### src/hdl/bsa_pkg.sv
// ----------------------------------------------------------------------------
// bsa_pkg: shared types and constants of the banker safety allocator
// Table sizes, opcodes, result codes, lane commands and saturating add.
// ----------------------------------------------------------------------------
package bsa_pkg;

   localparam int MAX_PROCS = 8;
   localparam int MAX_RES   = 6;
   localparam int UNIT_W    = 12;
   localparam int ROW_W     = $clog2(MAX_PROCS);

   localparam logic [UNIT_W-1:0] UNIT_MAX = {UNIT_W{1'b1}};

   // input opcodes
   localparam logic [2:0] OP_LOAD_AV  = 3'd0;
   localparam logic [2:0] OP_LOAD_AL  = 3'd1;
   localparam logic [2:0] OP_LOAD_ND  = 3'd2;
   localparam logic [2:0] OP_CHECK    = 3'd3;
   localparam logic [2:0] OP_REQUEST  = 3'd4;

   // result status codes
   localparam logic [2:0] ST_LOADED    = 3'd0;
   localparam logic [2:0] ST_GRANTED   = 3'd1;
   localparam logic [2:0] ST_OVER_AV   = 3'd2;
   localparam logic [2:0] ST_OVER_NEED = 3'd3;
   localparam logic [2:0] ST_DENIED    = 3'd4;
   localparam logic [2:0] ST_SEQ       = 3'd5;
   localparam logic [2:0] ST_UNSAFE    = 3'd6;

   typedef enum logic [3:0] {
      LC_NONE,
      LC_LOAD_AV,
      LC_LOAD_AL,
      LC_LOAD_ND,
      LC_GRANT,
      LC_INIT_WORK,
      LC_SCAN,
      LC_ROLLBACK,
      LC_RELEASE
   } lane_op_type;

   typedef struct packed {
      lane_op_type      op;
      logic [ROW_W-1:0] row;
      logic [7:0]       load_value;
      logic             take;
   } lane_cmd_type;

   typedef struct packed {
      logic fit;
      logic over_avail;
      logic over_need;
      logic need_zero;
   } lane_stat_type;

   typedef struct packed {
      logic fits_all;
      logic any_over_avail;
      logic any_over_need;
      logic all_need_zero;
   } merge_type;

   function automatic logic [UNIT_W-1:0] sat_add(input logic [UNIT_W-1:0] a,
                                                 input logic [UNIT_W-1:0] b);
      logic [UNIT_W:0] s;
      s = {1'b0, a} + {1'b0, b};
      return s[UNIT_W] ? UNIT_MAX : s[UNIT_W-1:0];
   endfunction

endpackage

### src/hdl/bsa_if.sv
// ----------------------------------------------------------------------------
// bsa_if: request and response channel interfaces
// Valid/ready channels carrying one request beat or one response beat.
// ----------------------------------------------------------------------------
interface bsa_req_if;
   logic       valid;
   logic       ready;
   logic [2:0] opcode;
   logic [2:0] process_index;
   logic [2:0] resource_index;
   logic [7:0] load_value;
   logic [7:0] req_0;
   logic [7:0] req_1;
   logic [7:0] req_2;
   logic [7:0] req_3;
   logic [7:0] req_4;
   logic [7:0] req_5;

   modport source (output valid, opcode, process_index, resource_index, load_value,
                   req_0, req_1, req_2, req_3, req_4, req_5, input ready);
   modport sink (input valid, opcode, process_index, resource_index, load_value,
                 req_0, req_1, req_2, req_3, req_4, req_5, output ready);
endinterface

interface bsa_rsp_if;
   logic       valid;
   logic       ready;
   logic [2:0] status;
   logic [2:0] proc_id;
   logic       last;

   modport source (output valid, status, proc_id, last, input ready);
   modport sink (input valid, status, proc_id, last, output ready);
endinterface

### src/hdl/bsa_lane.sv
// ----------------------------------------------------------------------------
// bsa_lane: one resource column
// Holds available, allocation and need for one resource type plus its work
// entry, and compares the addressed row against them.
// ----------------------------------------------------------------------------
module bsa_lane
   import bsa_pkg::*;
(
   input  logic          clock,
   input  logic          reset,
   input  lane_cmd_type  cmd,
   input  logic          lane_en,
   input  logic [7:0]    req_units,
   output lane_stat_type stat
);

   logic [UNIT_W-1:0] avail_ff;
   logic [UNIT_W-1:0] work_ff;
   logic [UNIT_W-1:0] alloc_ff [MAX_PROCS];
   logic [UNIT_W-1:0] need_ff  [MAX_PROCS];
   logic [UNIT_W-1:0] save_av_ff, save_al_ff, save_nd_ff;

   logic [UNIT_W-1:0] alloc_row, need_row, req_ext, load_ext;

   assign alloc_row = alloc_ff[cmd.row];
   assign need_row  = need_ff[cmd.row];
   assign req_ext   = {{(UNIT_W-8){1'b0}}, req_units};
   assign load_ext  = {{(UNIT_W-8){1'b0}}, cmd.load_value};

   assign stat.fit        = (need_row <= work_ff);
   assign stat.over_avail = (req_ext > avail_ff);
   assign stat.over_need  = (req_ext > need_row);
   assign stat.need_zero  = (need_row == '0);

   always_ff @(posedge clock) begin
      if (reset) begin
         avail_ff <= '0;
         work_ff  <= '0;
         for (int i = 0; i < MAX_PROCS; i++) begin
            alloc_ff[i] <= '0;
            need_ff[i]  <= '0;
         end
      end else if (lane_en) begin
         case (cmd.op)
            LC_LOAD_AV:   avail_ff <= load_ext;
            LC_LOAD_AL:   alloc_ff[cmd.row] <= load_ext;
            LC_LOAD_ND:   need_ff[cmd.row] <= load_ext;
            LC_GRANT: begin
               avail_ff          <= avail_ff - req_ext;
               alloc_ff[cmd.row] <= sat_add(alloc_row, req_ext);
               need_ff[cmd.row]  <= need_row - req_ext;
            end
            LC_INIT_WORK: work_ff <= avail_ff;
            LC_SCAN: begin
               if (cmd.take) work_ff <= sat_add(work_ff, alloc_row);
            end
            LC_ROLLBACK: begin
               avail_ff          <= save_av_ff;
               alloc_ff[cmd.row] <= save_al_ff;
               need_ff[cmd.row]  <= save_nd_ff;
            end
            LC_RELEASE: begin
               avail_ff          <= sat_add(avail_ff, alloc_row);
               alloc_ff[cmd.row] <= '0;
            end
            default: ;
         endcase
      end
   end

   // prior values kept for an undo of a tentative grant
   always_ff @(posedge clock) begin
      if (lane_en && cmd.op == LC_GRANT) begin
         save_av_ff <= avail_ff;
         save_al_ff <= alloc_row;
         save_nd_ff <= need_row;
      end
   end

endmodule

### src/hdl/bsa_merge.sv
// ----------------------------------------------------------------------------
// bsa_merge: combine lane findings
// Reduces per-lane compares over the resource types in use.
// ----------------------------------------------------------------------------
module bsa_merge
   import bsa_pkg::*;
(
   input  lane_stat_type      lane_stat [MAX_RES],
   input  logic [MAX_RES-1:0] active,
   output merge_type          merged
);

   always_comb begin
      merged.fits_all       = 1'b1;
      merged.any_over_avail = 1'b0;
      merged.any_over_need  = 1'b0;
      merged.all_need_zero  = 1'b1;
      for (int i = 0; i < MAX_RES; i++) begin
         if (active[i]) begin
            merged.fits_all       = merged.fits_all & lane_stat[i].fit;
            merged.any_over_avail = merged.any_over_avail | lane_stat[i].over_avail;
            merged.any_over_need  = merged.any_over_need | lane_stat[i].over_need;
            merged.all_need_zero  = merged.all_need_zero & lane_stat[i].need_zero;
         end
      end
   end

endmodule

### src/hdl/banker_safety_allocator.sv
// ----------------------------------------------------------------------------
// banker_safety_allocator: deadlock avoidance by the banker's algorithm
// Available/Allocation/Need tables in six resource lanes, safety scanner,
// request grant with rollback, and an APB-style register port.
// ----------------------------------------------------------------------------
// One beat is taken at a time. Loads and rejected requests pass through idle,
// decode and emit from one accepted beat to the next; an undefined opcode is
// dropped at decode. A safety check, or a request that passes its bounds
// checks, runs the scanner after idle, decode and prepare: one process is
// tested per cycle, with all resource lanes comparing in parallel, for up to
// proc_count passes, followed by resolve and emit. A safe check streams one
// response beat per cycle for each process, while the response channel does
// not stall, in place of the single emit beat. Response stalls hold the emit
// and stream states. The scanner loop sets the rate.
// The tables clear at reset; registers read back at byte address 0 and 4.
// ----------------------------------------------------------------------------
module banker_safety_allocator
   import bsa_pkg::*;
(
   input  logic        clock,
   input  logic        reset,
   bsa_req_if.sink     req_chan,
   bsa_rsp_if.source   rsp_chan,
   input  logic        psel,
   input  logic        penable,
   input  logic        pwrite,
   input  logic [2:0]  paddr,
   input  logic [31:0] pwdata,
   output logic [31:0] prdata,
   output logic        pready
);

   typedef enum logic [6:0] {
      S_IDLE    = 7'b0000001,
      S_DECODE  = 7'b0000010,
      S_PREP    = 7'b0000100,
      S_SCAN    = 7'b0001000,
      S_RESOLVE = 7'b0010000,
      S_EMIT    = 7'b0100000,
      S_SEQ     = 7'b1000000
   } state_type;

   // ---------------- register port ----------------
   logic [3:0] proc_count_ff;
   logic [2:0] res_count_ff;

   assign pready = 1'b1;
   assign prdata = paddr[2] ? {29'd0, res_count_ff} : {28'd0, proc_count_ff};

   always_ff @(posedge clock) begin
      if (reset) begin
         proc_count_ff <= 4'd1;
         res_count_ff  <= 3'd1;
      end else if (psel && penable && pwrite) begin
         if (paddr[2]) res_count_ff  <= pwdata[2:0];
         else          proc_count_ff <= pwdata[3:0];
      end
   end

   // effective counts: zero acts as one, above max acts as max
   logic [3:0]       np_eff;
   logic [2:0]       nr_eff;
   logic [ROW_W-1:0] np_m1;
   logic [MAX_RES-1:0] active;

   always_comb begin
      if (proc_count_ff == 4'd0)                  np_eff = 4'd1;
      else if (proc_count_ff > 4'(MAX_PROCS))     np_eff = 4'(MAX_PROCS);
      else                                        np_eff = proc_count_ff;
      if (res_count_ff == 3'd0)                   nr_eff = 3'd1;
      else if (res_count_ff > 3'(MAX_RES))        nr_eff = 3'(MAX_RES);
      else                                        nr_eff = res_count_ff;
      np_m1 = ROW_W'(np_eff - 4'd1);
      for (int i = 0; i < MAX_RES; i++) active[i] = (3'(i) < nr_eff);
   end

   // ---------------- control state ----------------
   state_type        state_ff, state_in;
   logic [2:0]       op_ff;
   logic [ROW_W-1:0] pidx_ff;
   logic [2:0]       ridx_ff;
   logic [7:0]       val_ff;
   logic [7:0]       req_ff [MAX_RES];

   logic [MAX_PROCS-1:0] finished_ff;
   logic [ROW_W-1:0]     safe_order_ff [MAX_PROCS];
   logic [ROW_W-1:0]     scan_p_ff;
   logic [ROW_W-1:0]     pass_ff;
   logic [3:0]           done_ff, before_ff;
   logic [ROW_W-1:0]     seq_k_ff;
   logic [2:0]           pend_status_ff;

   logic       rsp_valid_ff;
   logic [2:0] rsp_status_ff;
   logic [2:0] rsp_pid_ff;
   logic       rsp_last_ff;

   lane_cmd_type       cmd;
   logic [MAX_RES-1:0] lane_en;
   lane_stat_type      lane_stat [MAX_RES];
   merge_type          merged;

   logic       out_free;
   logic       take;
   logic [3:0] done_in;
   logic       scan_end;
   logic       safe;

   assign out_free = !rsp_valid_ff || rsp_chan.ready;
   assign req_chan.ready = (state_ff == S_IDLE);

   assign rsp_chan.valid   = rsp_valid_ff;
   assign rsp_chan.status  = rsp_status_ff;
   assign rsp_chan.proc_id = rsp_pid_ff;
   assign rsp_chan.last    = rsp_last_ff;

   // an unfinished process whose need fits the work vector finishes now
   assign take     = (state_ff == S_SCAN) && merged.fits_all && !finished_ff[scan_p_ff];
   assign done_in  = done_ff + {3'd0, take};
   // stop at the last process of a pass when all finished, none advanced,
   // or the pass budget is used up
   assign scan_end = (scan_p_ff == np_m1) &&
                     (done_in == np_eff || done_in == before_ff || pass_ff == np_m1);
   assign safe     = (done_ff == np_eff);

   // ---------------- lane command and next state ----------------
   always_comb begin
      state_in       = state_ff;
      cmd.op         = LC_NONE;
      cmd.row        = pidx_ff;
      cmd.load_value = val_ff;
      cmd.take       = take;
      lane_en        = active;
      case (state_ff)
         S_IDLE: begin
            if (req_chan.valid) state_in = S_DECODE;
         end
         S_DECODE: begin
            case (op_ff)
               OP_LOAD_AV, OP_LOAD_AL, OP_LOAD_ND: begin
                  if (op_ff == OP_LOAD_AV)      cmd.op = LC_LOAD_AV;
                  else if (op_ff == OP_LOAD_AL) cmd.op = LC_LOAD_AL;
                  else                          cmd.op = LC_LOAD_ND;
                  for (int i = 0; i < MAX_RES; i++) lane_en[i] = (ridx_ff == 3'(i));
                  state_in = S_EMIT;
               end
               OP_CHECK: state_in = S_PREP;
               OP_REQUEST: begin
                  if ({1'b0, pidx_ff} >= np_eff || merged.any_over_avail ||
                      merged.any_over_need) begin
                     state_in = S_EMIT;
                  end else begin
                     cmd.op   = LC_GRANT;
                     state_in = S_PREP;
                  end
               end
               default: state_in = S_IDLE;
            endcase
         end
         S_PREP: begin
            cmd.op   = LC_INIT_WORK;
            lane_en  = '1;
            state_in = S_SCAN;
         end
         S_SCAN: begin
            cmd.op  = LC_SCAN;
            cmd.row = scan_p_ff;
            if (scan_end) state_in = S_RESOLVE;
         end
         S_RESOLVE: begin
            if (op_ff == OP_CHECK) begin
               state_in = safe ? S_SEQ : S_EMIT;
            end else begin
               if (!safe)                    cmd.op = LC_ROLLBACK;
               else if (merged.all_need_zero) cmd.op = LC_RELEASE;
               state_in = S_EMIT;
            end
         end
         S_EMIT: begin
            if (out_free) state_in = S_IDLE;
         end
         S_SEQ: begin
            if (out_free && seq_k_ff == np_m1) state_in = S_IDLE;
         end
         default: state_in = S_IDLE;
      endcase
   end

   // ---------------- lanes and merge ----------------
   for (genvar g = 0; g < MAX_RES; g++) begin : g_lane
      bsa_lane u_lane (
         .clock     (clock),
         .reset     (reset),
         .cmd       (cmd),
         .lane_en   (lane_en[g]),
         .req_units (req_ff[g]),
         .stat      (lane_stat[g])
      );
   end

   bsa_merge u_merge (
      .lane_stat (lane_stat),
      .active    (active),
      .merged    (merged)
   );

   // ---------------- control registers ----------------
   always_ff @(posedge clock) begin
      if (reset) begin
         state_ff     <= S_IDLE;
         finished_ff  <= '0;
         done_ff      <= '0;
         before_ff    <= '0;
         scan_p_ff    <= '0;
         pass_ff      <= '0;
         seq_k_ff     <= '0;
         rsp_valid_ff <= 1'b0;
      end else begin
         state_ff <= state_in;
         // raise valid when a beat is loaded, drop it once taken
         if ((state_ff == S_EMIT || state_ff == S_SEQ) && out_free) begin
            rsp_valid_ff <= 1'b1;
         end else if (rsp_chan.ready) begin
            rsp_valid_ff <= 1'b0;
         end
         case (state_ff)
            S_PREP: begin
               finished_ff <= '0;
               done_ff     <= '0;
               before_ff   <= '0;
               scan_p_ff   <= '0;
               pass_ff     <= '0;
            end
            S_SCAN: begin
               done_ff <= done_in;
               if (take) finished_ff[scan_p_ff] <= 1'b1;
               if (scan_p_ff == np_m1) begin
                  // wrap to the next pass
                  scan_p_ff <= '0;
                  pass_ff   <= pass_ff + ROW_W'(1);
                  before_ff <= done_in;
               end else begin
                  scan_p_ff <= scan_p_ff + ROW_W'(1);
               end
            end
            S_RESOLVE: seq_k_ff <= '0;
            S_SEQ: begin
               if (out_free) seq_k_ff <= seq_k_ff + ROW_W'(1);
            end
            default: ;
         endcase
      end
   end

   // ---------------- payload registers ----------------
   always_ff @(posedge clock) begin
      // capture the request beat
      if (state_ff == S_IDLE && req_chan.valid) begin
         op_ff     <= req_chan.opcode;
         pidx_ff   <= req_chan.process_index;
         ridx_ff   <= req_chan.resource_index;
         val_ff    <= req_chan.load_value;
         req_ff[0] <= req_chan.req_0;
         req_ff[1] <= req_chan.req_1;
         req_ff[2] <= req_chan.req_2;
         req_ff[3] <= req_chan.req_3;
         req_ff[4] <= req_chan.req_4;
         req_ff[5] <= req_chan.req_5;
      end
      // record the safe sequence as processes finish
      if (take) safe_order_ff[done_ff[ROW_W-1:0]] <= scan_p_ff;
      // pick the single-beat status
      if (state_ff == S_DECODE) begin
         if (op_ff == OP_REQUEST) begin
            if ({1'b0, pidx_ff} >= np_eff) pend_status_ff <= ST_OVER_NEED;
            else if (merged.any_over_avail) pend_status_ff <= ST_OVER_AV;
            else                            pend_status_ff <= ST_OVER_NEED;
         end else begin
            pend_status_ff <= ST_LOADED;
         end
      end
      if (state_ff == S_RESOLVE) begin
         if (op_ff == OP_CHECK) pend_status_ff <= ST_UNSAFE;
         else                   pend_status_ff <= safe ? ST_GRANTED : ST_DENIED;
      end
      // load the response register
      if (state_ff == S_EMIT && out_free) begin
         rsp_status_ff <= pend_status_ff;
         rsp_pid_ff    <= '0;
         rsp_last_ff   <= 1'b1;
      end
      if (state_ff == S_SEQ && out_free) begin
         rsp_status_ff <= ST_SEQ;
         rsp_pid_ff    <= safe_order_ff[seq_k_ff];
         rsp_last_ff   <= (seq_k_ff == np_m1);
      end
   end

   // ---------------- assertions ----------------
   // finished flags and the finish count move together
   a_done_count: assert property (@(posedge clock) disable iff (reset)
      ($countones(finished_ff) == done_ff))
      else $error("finish count out of step with finished flags");

   // never more finished processes than processes in use
   a_done_bound: assert property (@(posedge clock) disable iff (reset)
      (state_ff == S_SCAN || state_ff == S_RESOLVE) |-> (done_ff <= np_eff))
      else $error("finish count exceeds process count");

   // every response beat but a sequence entry closes its request
   a_single_last: assert property (@(posedge clock) disable iff (reset)
      (rsp_valid_ff && rsp_status_ff != ST_SEQ) |-> rsp_last_ff)
      else $error("single-beat response without last");

   // a response beat is loaded only after the scanner or decode has settled
   a_load_src: assert property (@(posedge clock) disable iff (reset)
      $rose(rsp_valid_ff) |-> ($past(state_ff) == S_EMIT || $past(state_ff) == S_SEQ))
      else $error("response loaded outside an emit state");

endmodule

### src/flat_wrapper.sv
// flat-port wrapper written by rule: the top's interface ports become plain ports
module banker_safety_allocator_flat import bsa_pkg::*;
  (clock, reset, psel, penable, pwrite, paddr, pwdata, prdata, pready, req_chan_valid, req_chan_opcode, req_chan_process_index, req_chan_resource_index, req_chan_load_value, req_chan_req_0, req_chan_req_1, req_chan_req_2, req_chan_req_3, req_chan_req_4, req_chan_req_5, req_chan_ready, rsp_chan_valid, rsp_chan_status, rsp_chan_proc_id, rsp_chan_last, rsp_chan_ready);
  bsa_req_if req_chan_i ();
  bsa_rsp_if rsp_chan_i ();
  input  logic clock;
  input  logic reset;
  input  logic psel;
  input  logic penable;
  input  logic pwrite;
  input  logic [2:0] paddr;
  input  logic [31:0] pwdata;
  output logic [31:0] prdata;
  output logic pready;
  input wire logic [$bits(req_chan_i.valid)-1:0] req_chan_valid;
  input wire logic [$bits(req_chan_i.opcode)-1:0] req_chan_opcode;
  input wire logic [$bits(req_chan_i.process_index)-1:0] req_chan_process_index;
  input wire logic [$bits(req_chan_i.resource_index)-1:0] req_chan_resource_index;
  input wire logic [$bits(req_chan_i.load_value)-1:0] req_chan_load_value;
  input wire logic [$bits(req_chan_i.req_0)-1:0] req_chan_req_0;
  input wire logic [$bits(req_chan_i.req_1)-1:0] req_chan_req_1;
  input wire logic [$bits(req_chan_i.req_2)-1:0] req_chan_req_2;
  input wire logic [$bits(req_chan_i.req_3)-1:0] req_chan_req_3;
  input wire logic [$bits(req_chan_i.req_4)-1:0] req_chan_req_4;
  input wire logic [$bits(req_chan_i.req_5)-1:0] req_chan_req_5;
  output wire logic [$bits(req_chan_i.ready)-1:0] req_chan_ready;
  output wire logic [$bits(rsp_chan_i.valid)-1:0] rsp_chan_valid;
  output wire logic [$bits(rsp_chan_i.status)-1:0] rsp_chan_status;
  output wire logic [$bits(rsp_chan_i.proc_id)-1:0] rsp_chan_proc_id;
  output wire logic [$bits(rsp_chan_i.last)-1:0] rsp_chan_last;
  input wire logic [$bits(rsp_chan_i.ready)-1:0] rsp_chan_ready;
  assign req_chan_i.valid = req_chan_valid;
  assign req_chan_i.opcode = req_chan_opcode;
  assign req_chan_i.process_index = req_chan_process_index;
  assign req_chan_i.resource_index = req_chan_resource_index;
  assign req_chan_i.load_value = req_chan_load_value;
  assign req_chan_i.req_0 = req_chan_req_0;
  assign req_chan_i.req_1 = req_chan_req_1;
  assign req_chan_i.req_2 = req_chan_req_2;
  assign req_chan_i.req_3 = req_chan_req_3;
  assign req_chan_i.req_4 = req_chan_req_4;
  assign req_chan_i.req_5 = req_chan_req_5;
  assign req_chan_ready = req_chan_i.ready;
  assign rsp_chan_valid = rsp_chan_i.valid;
  assign rsp_chan_status = rsp_chan_i.status;
  assign rsp_chan_proc_id = rsp_chan_i.proc_id;
  assign rsp_chan_last = rsp_chan_i.last;
  assign rsp_chan_i.ready = rsp_chan_ready;
  banker_safety_allocator u_core (.clock(clock), .reset(reset), .req_chan(req_chan_i), .rsp_chan(rsp_chan_i), .psel(psel), .penable(penable), .pwrite(pwrite), .paddr(paddr), .pwdata(pwdata), .prdata(prdata), .pready(pready));
endmodule
### config.mk
export PLATFORM = sky130hd
export DESIGN_NAME = banker_safety_allocator_flat
export DESIGN_NICKNAME = d
export VERILOG_FILES = /design/src/hdl/bsa_pkg.sv /design/src/hdl/bsa_if.sv /design/src/hdl/bsa_lane.sv /design/src/hdl/bsa_merge.sv /design/src/hdl/banker_safety_allocator.sv /design/src/flat_wrapper.sv
export SDC_FILE = /design/constraint.sdc
export NUM_CORES = 2
export LEC_CHECK = 0
export ABC_CLOCK_PERIOD_IN_PS = 7000
export BUFFER_PORTS_ARGS = -buffer_cell sky130_fd_sc_hd__buf_2
export CAP_MARGIN = 20
export CORE_AREA = 2 2 386 464
export CTS_CLUSTER_DIAMETER = 100
export DETAILED_ROUTE_END_ITERATION = 6
export DIE_AREA = 0 0 388 466
export PLACE_DENSITY = 0.68
export SYNTH_ARGS = -nofsm -noshare
export SYNTH_HDL_FRONTEND = slang
export SYNTH_SLANG_ARGS = --single-unit
export TNS_END_PERCENT = 5
### constraint.sdc
create_clock -name clock -period 7 [get_ports clock]
set_input_delay 0.35 -clock clock [delete_from_list [all_inputs] [get_ports clock]]
set_output_delay 0.35 -clock clock [all_outputs]
set_load 0.005 [all_outputs]
==> flow_metrics.env <==
export IMPL_status="finished, violations left"
export IMPL_violations="DRC"
export IMPL_clockPowerShare=0.385
export IMPL_drt_iter0_markers=9642
export IMPL_p_int_mw=17.4
export IMPL_drc=6
export IMPL_cp_start_kind="register"
export IMPL_drt_wl_total_mm=318
export IMPL_clk_path_buf_depth=3
export IMPL_cts_root_buf="clkbuf_16"
export IMPL_postLayoutCoreUtil=0.580
export IMPL_place_congestion=1.00
export IMPL_synth_top_area_share=0.502
export IMPL_fill_cells=14600
export IMPL_r2r_setup_slack_ns=0.13
export IMPL_tightest_slew_ns=1.20
export IMPL_ys_ff_latch=1654
export IMPL_syn_to_final_growth_pct=16.7
export IMPL_critPathBufInv=8
export IMPL_rsz0062_at_grt="yes"
export IMPL_ys_seq_area_frac=0.545
export IMPL_final_common_cell="edfxtp_1"
export IMPL_slew_headroom=0.195
export IMPL_final_max_slew_viol_count=0
export IMPL_pwr_share_seq=0.467
export IMPL_reg2reg_depth=29
export IMPL_r2r_end="u_core.state_ff[5]$_SDFFE_PP0P_"
export IMPL_nets=9341
export IMPL_wl_met2_mm=143
export IMPL_final_hold_violation_count=0
export IMPL_vias=72900
export IMPL_synth_top_area_cell="edfxtp_1"
export IMPL_io_pins=149
export IMPL_crit_top_cell="buf_4"
export IMPL_coreArea_mm2=0.176
export IMPL_crit_arrival_ns=7.58
export IMPL_vdd_drop_max_mv=0.292
export IMPL_cts_sinks=1654
export IMPL_fin_crit_sh=0.981
export IMPL_routedWlPerCell_um=28.1
export IMPL_grt_total_usage=0.344
export IMPL_path_depth=29
export IMPL_numPortBuffers=89
export IMPL_worstSetupPathType="reg -> reg"
export IMPL_top_layer_used="met5"
export IMPL_synth_avg_cell_area_um2=10.6
export IMPL_critPathMaxFanout=29
export IMPL_grt_antenna_before_repair=9
export IMPL_async_flop_share=0
export IMPL_rows=169
export IMPL_die_y_um=466
export IMPL_drive_above_1_share=0.142
export IMPL_grt_pass1_vias=70300
export IMPL_grt_first_pass_wirelength_mm=460
export IMPL_cts_buffers=170
export IMPL_p_sw_mw=6.49
export IMPL_crit_required_ns=7.71
export IMPL_setup_worst_path_start="u_core.state_ff[2]$_SDFFE_PP0P_"
export IMPL_clock_latency_ns=0.86
export IMPL_yosysWarnings=0
export IMPL_fin_crit_ns=6.87
export IMPL_power_switching_share=0.272
export IMPL_p_leak_nw=38.1
export IMPL_fin_skew_ns=0.0361
export IMPL_grt_max_degree=68
export IMPL_slowest_delay_ns=0.74
export IMPL_dieArea_mm2=0.181
export IMPL_drv_cap=0
export IMPL_p_comb_frac=0.148
export IMPL_setup_tns_ns=0
export IMPL_die_width_um=388
export IMPL_endpoint_kind="register"
export IMPL_crit_path_end="u_core.state_ff[5]$_SDFFE_PP0P_"
export IMPL_grt_overflow=0
export IMPL_synth_main_ff_cell="edfxtp_1"
export IMPL_start_util=0.497
export IMPL_cpLargestDelayFamily="simple AND/OR/NAND/NOR gates"
export IMPL_wl_met1_mm=116
export IMPL_ant_nets=0
export IMPL_syn_inst=8270
export IMPL_tritoncts="done"
export IMPL_fmaxAchievable_ghz=0.146
export IMPL_via_per_inst=6.46
export IMPL_syn_cell_area_mm2=0.0876
export IMPL_powerDensity_mw_per_mm2=234
export IMPL_wl_met3_mm=34.2
export IMPL_dr_pass1_iters=7
export IMPL_clkTransAtPathRegs_ns=0.06
export IMPL_layout_common_cells="1,464 x edfxtp_1, 1,162 x nor2_1, 640 x buf_4, 570 x nand2_1, 448 x a21oi_1"
export IMPL_power_total_mw=23.9
export IMPL_synth_edf_count=1464
export IMPL_setup_viol=0
export IMPL_place_hpwl_mm=223
export IMPL_slowest_stage="a2111oi_1"
export IMPL_timing_rr_start="u_core.state_ff[2]$_SDFFE_PP0P_"
export IMPL_synth_distinct_cells=110
export IMPL_cts_htree_levels=4
export IMPL_netlist_top_cells_area="edfxtp_1 50%, ha_1 5.3%, nor2_1 5.1%"
export IMPL_hold_class="in -> reg"
-- cell usage after synthesis, types with 63 or more instances --
library cell and count:
xnor2_1 155, and3_1 63, o22ai_1 67, clkbuf_1 370
nor3_1 450, edfxtp_1 1464, a22o_1 69, a221oi_1 91
xor2_1 90, a22oi_1 281, ha_1 369, nand2_1 577
a21oi_1 451, nand3_1 129, buf_2 87, nor2b_1 90
inv_1 346, mux2i_1 135, o21ai_0 309, dfxtp_1 190
o221ai_1 75, nor2_1 1186, a211oi_1 111, o21ai_1 82
nand2b_1 109, a21o_1 111
-- worst min-delay path, delay by kind of cell --
family                 cells  cell delay, ns
and+or+nand+nor            2            0.30
buffers and inverters      1            0.11
muxes                      1            0.11
-- power groups by stage --
stage          Sequential (mW)  Clock (mW)  Combinational, mW
6_report                  11.2        9.20               3.54
5_1_grt                   11.2        9.61               3.75
4_1_cts                   11.1        9.26               3.43
3_5_place_dp              11.3           0               3.38
3_3_place_gp              11.3           0               3.31
2_1_floorplan             11.3           0               1.98
-- area by class of cell --
cell class / count / area, um2 / area share
multi-input combinational: 5750 / 36700 / 0.359
clock buffer: 210 / 4510 / 0.0441
inverter: 352 / 1320 / 0.0129
timing repair buffer: 907 / 8040 / 0.0786
antenna: 6 / 15.0 / 0.000147
tap: 2308 / 2890 / 0.0282
clock inverter: 102 / 1030 / 0.0101
sequential: 1654 / 47800 / 0.467
-- through the flow --
step	hold slack, ns	setup WS, ns	instances	instance area, um2
floorplan	0.429	0.139	8297	87700
global placement	0.444	0.0198	10900	95500
detailed placement	0.456	-0.0961	10900	95600
CTS	0.0325	0.0304	11300	102000
global route	0.0960	-0.0865	11300	102000
finish	0.0786	0.131	11300	102000
-- cells by family after synthesis --
family                     Yosys count  share of synthesized area
and+or+nand+nor                   2857                      0.148
muxes                              176                     0.0220
xor gates and xnor gates           245                     0.0245
adders and majority gates          399                     0.0596
buffers and inverters              893                     0.0415
other                                2                  0.0000857
AOI/OAI and AO/OA                 2044                      0.158
DFF                               1654                      0.545
-- how the worst min path moves through the flow --
stage                                             startpoint                                   end  slack [ns]  depth (start not counted)
after floorplan           u_core.finished_ff[0]$_SDFFE_PP0P_    u_core.finished_ff[0]$_SDFFE_PP0P_        0.43                          2
after global placement    u_core.finished_ff[3]$_SDFFE_PP0P_    u_core.finished_ff[3]$_SDFFE_PP0P_        0.44                          2
after detailed placement  u_core.finished_ff[6]$_SDFFE_PP0P_    u_core.finished_ff[6]$_SDFFE_PP0P_        0.46                          2
after global routing                                 penable  u_core.proc_count_ff[0]$_SDFFE_PP1P_         0.1                          4
after CTS                                            penable  u_core.proc_count_ff[0]$_SDFFE_PP1P_        0.03                          4
final                                                penable  u_core.proc_count_ff[0]$_SDFFE_PP1P_        0.08                          4
-- metal layers --
layer  global-route usage  vias to the layer above
li1                     -                    31900
met1                0.435                    35500
met2                0.542                     4557
met3               0.0649                     1001
met4                0.225                        4
met5                    0                        -
-- sequential cells by signal, indices dropped and copies added, names as in the netlist, 4 cells and up, named ones only --
name and flops:
u_core.g_lane.u_lane.save_al_ff 72, u_core.safe_order_ff 24, u_core.before_ff 4, u_core.proc_count_ff 4
u_core.done_ff 4, u_core.g_lane.u_lane.alloc_ff 576, u_core.g_lane.u_lane.save_av_ff 72, u_core.g_lane.u_lane.work_ff 72
u_core.state_ff 7, u_core.val_ff 8, u_core.g_lane.u_lane.save_nd_ff 72, u_core.g_lane.u_lane.need_ff 576
u_core.g_lane.u_lane.avail_ff 72, u_core.finished_ff 8, u_core.req_ff 48
-- timing repair --
| item | CTS | global route |
|---|---|---|
| setup buffers | 5 | 13 |
| hold endpoints to repair | 102 | 0 |
| pin swaps | 1 | 4 |
| endpoints found under the setup margin | 94 | 1132 |
| hold buffers | 78 | 0 |
| resized for setup | 5 | 19 |
Note: power is estimated with default switching activity, not from simulation.
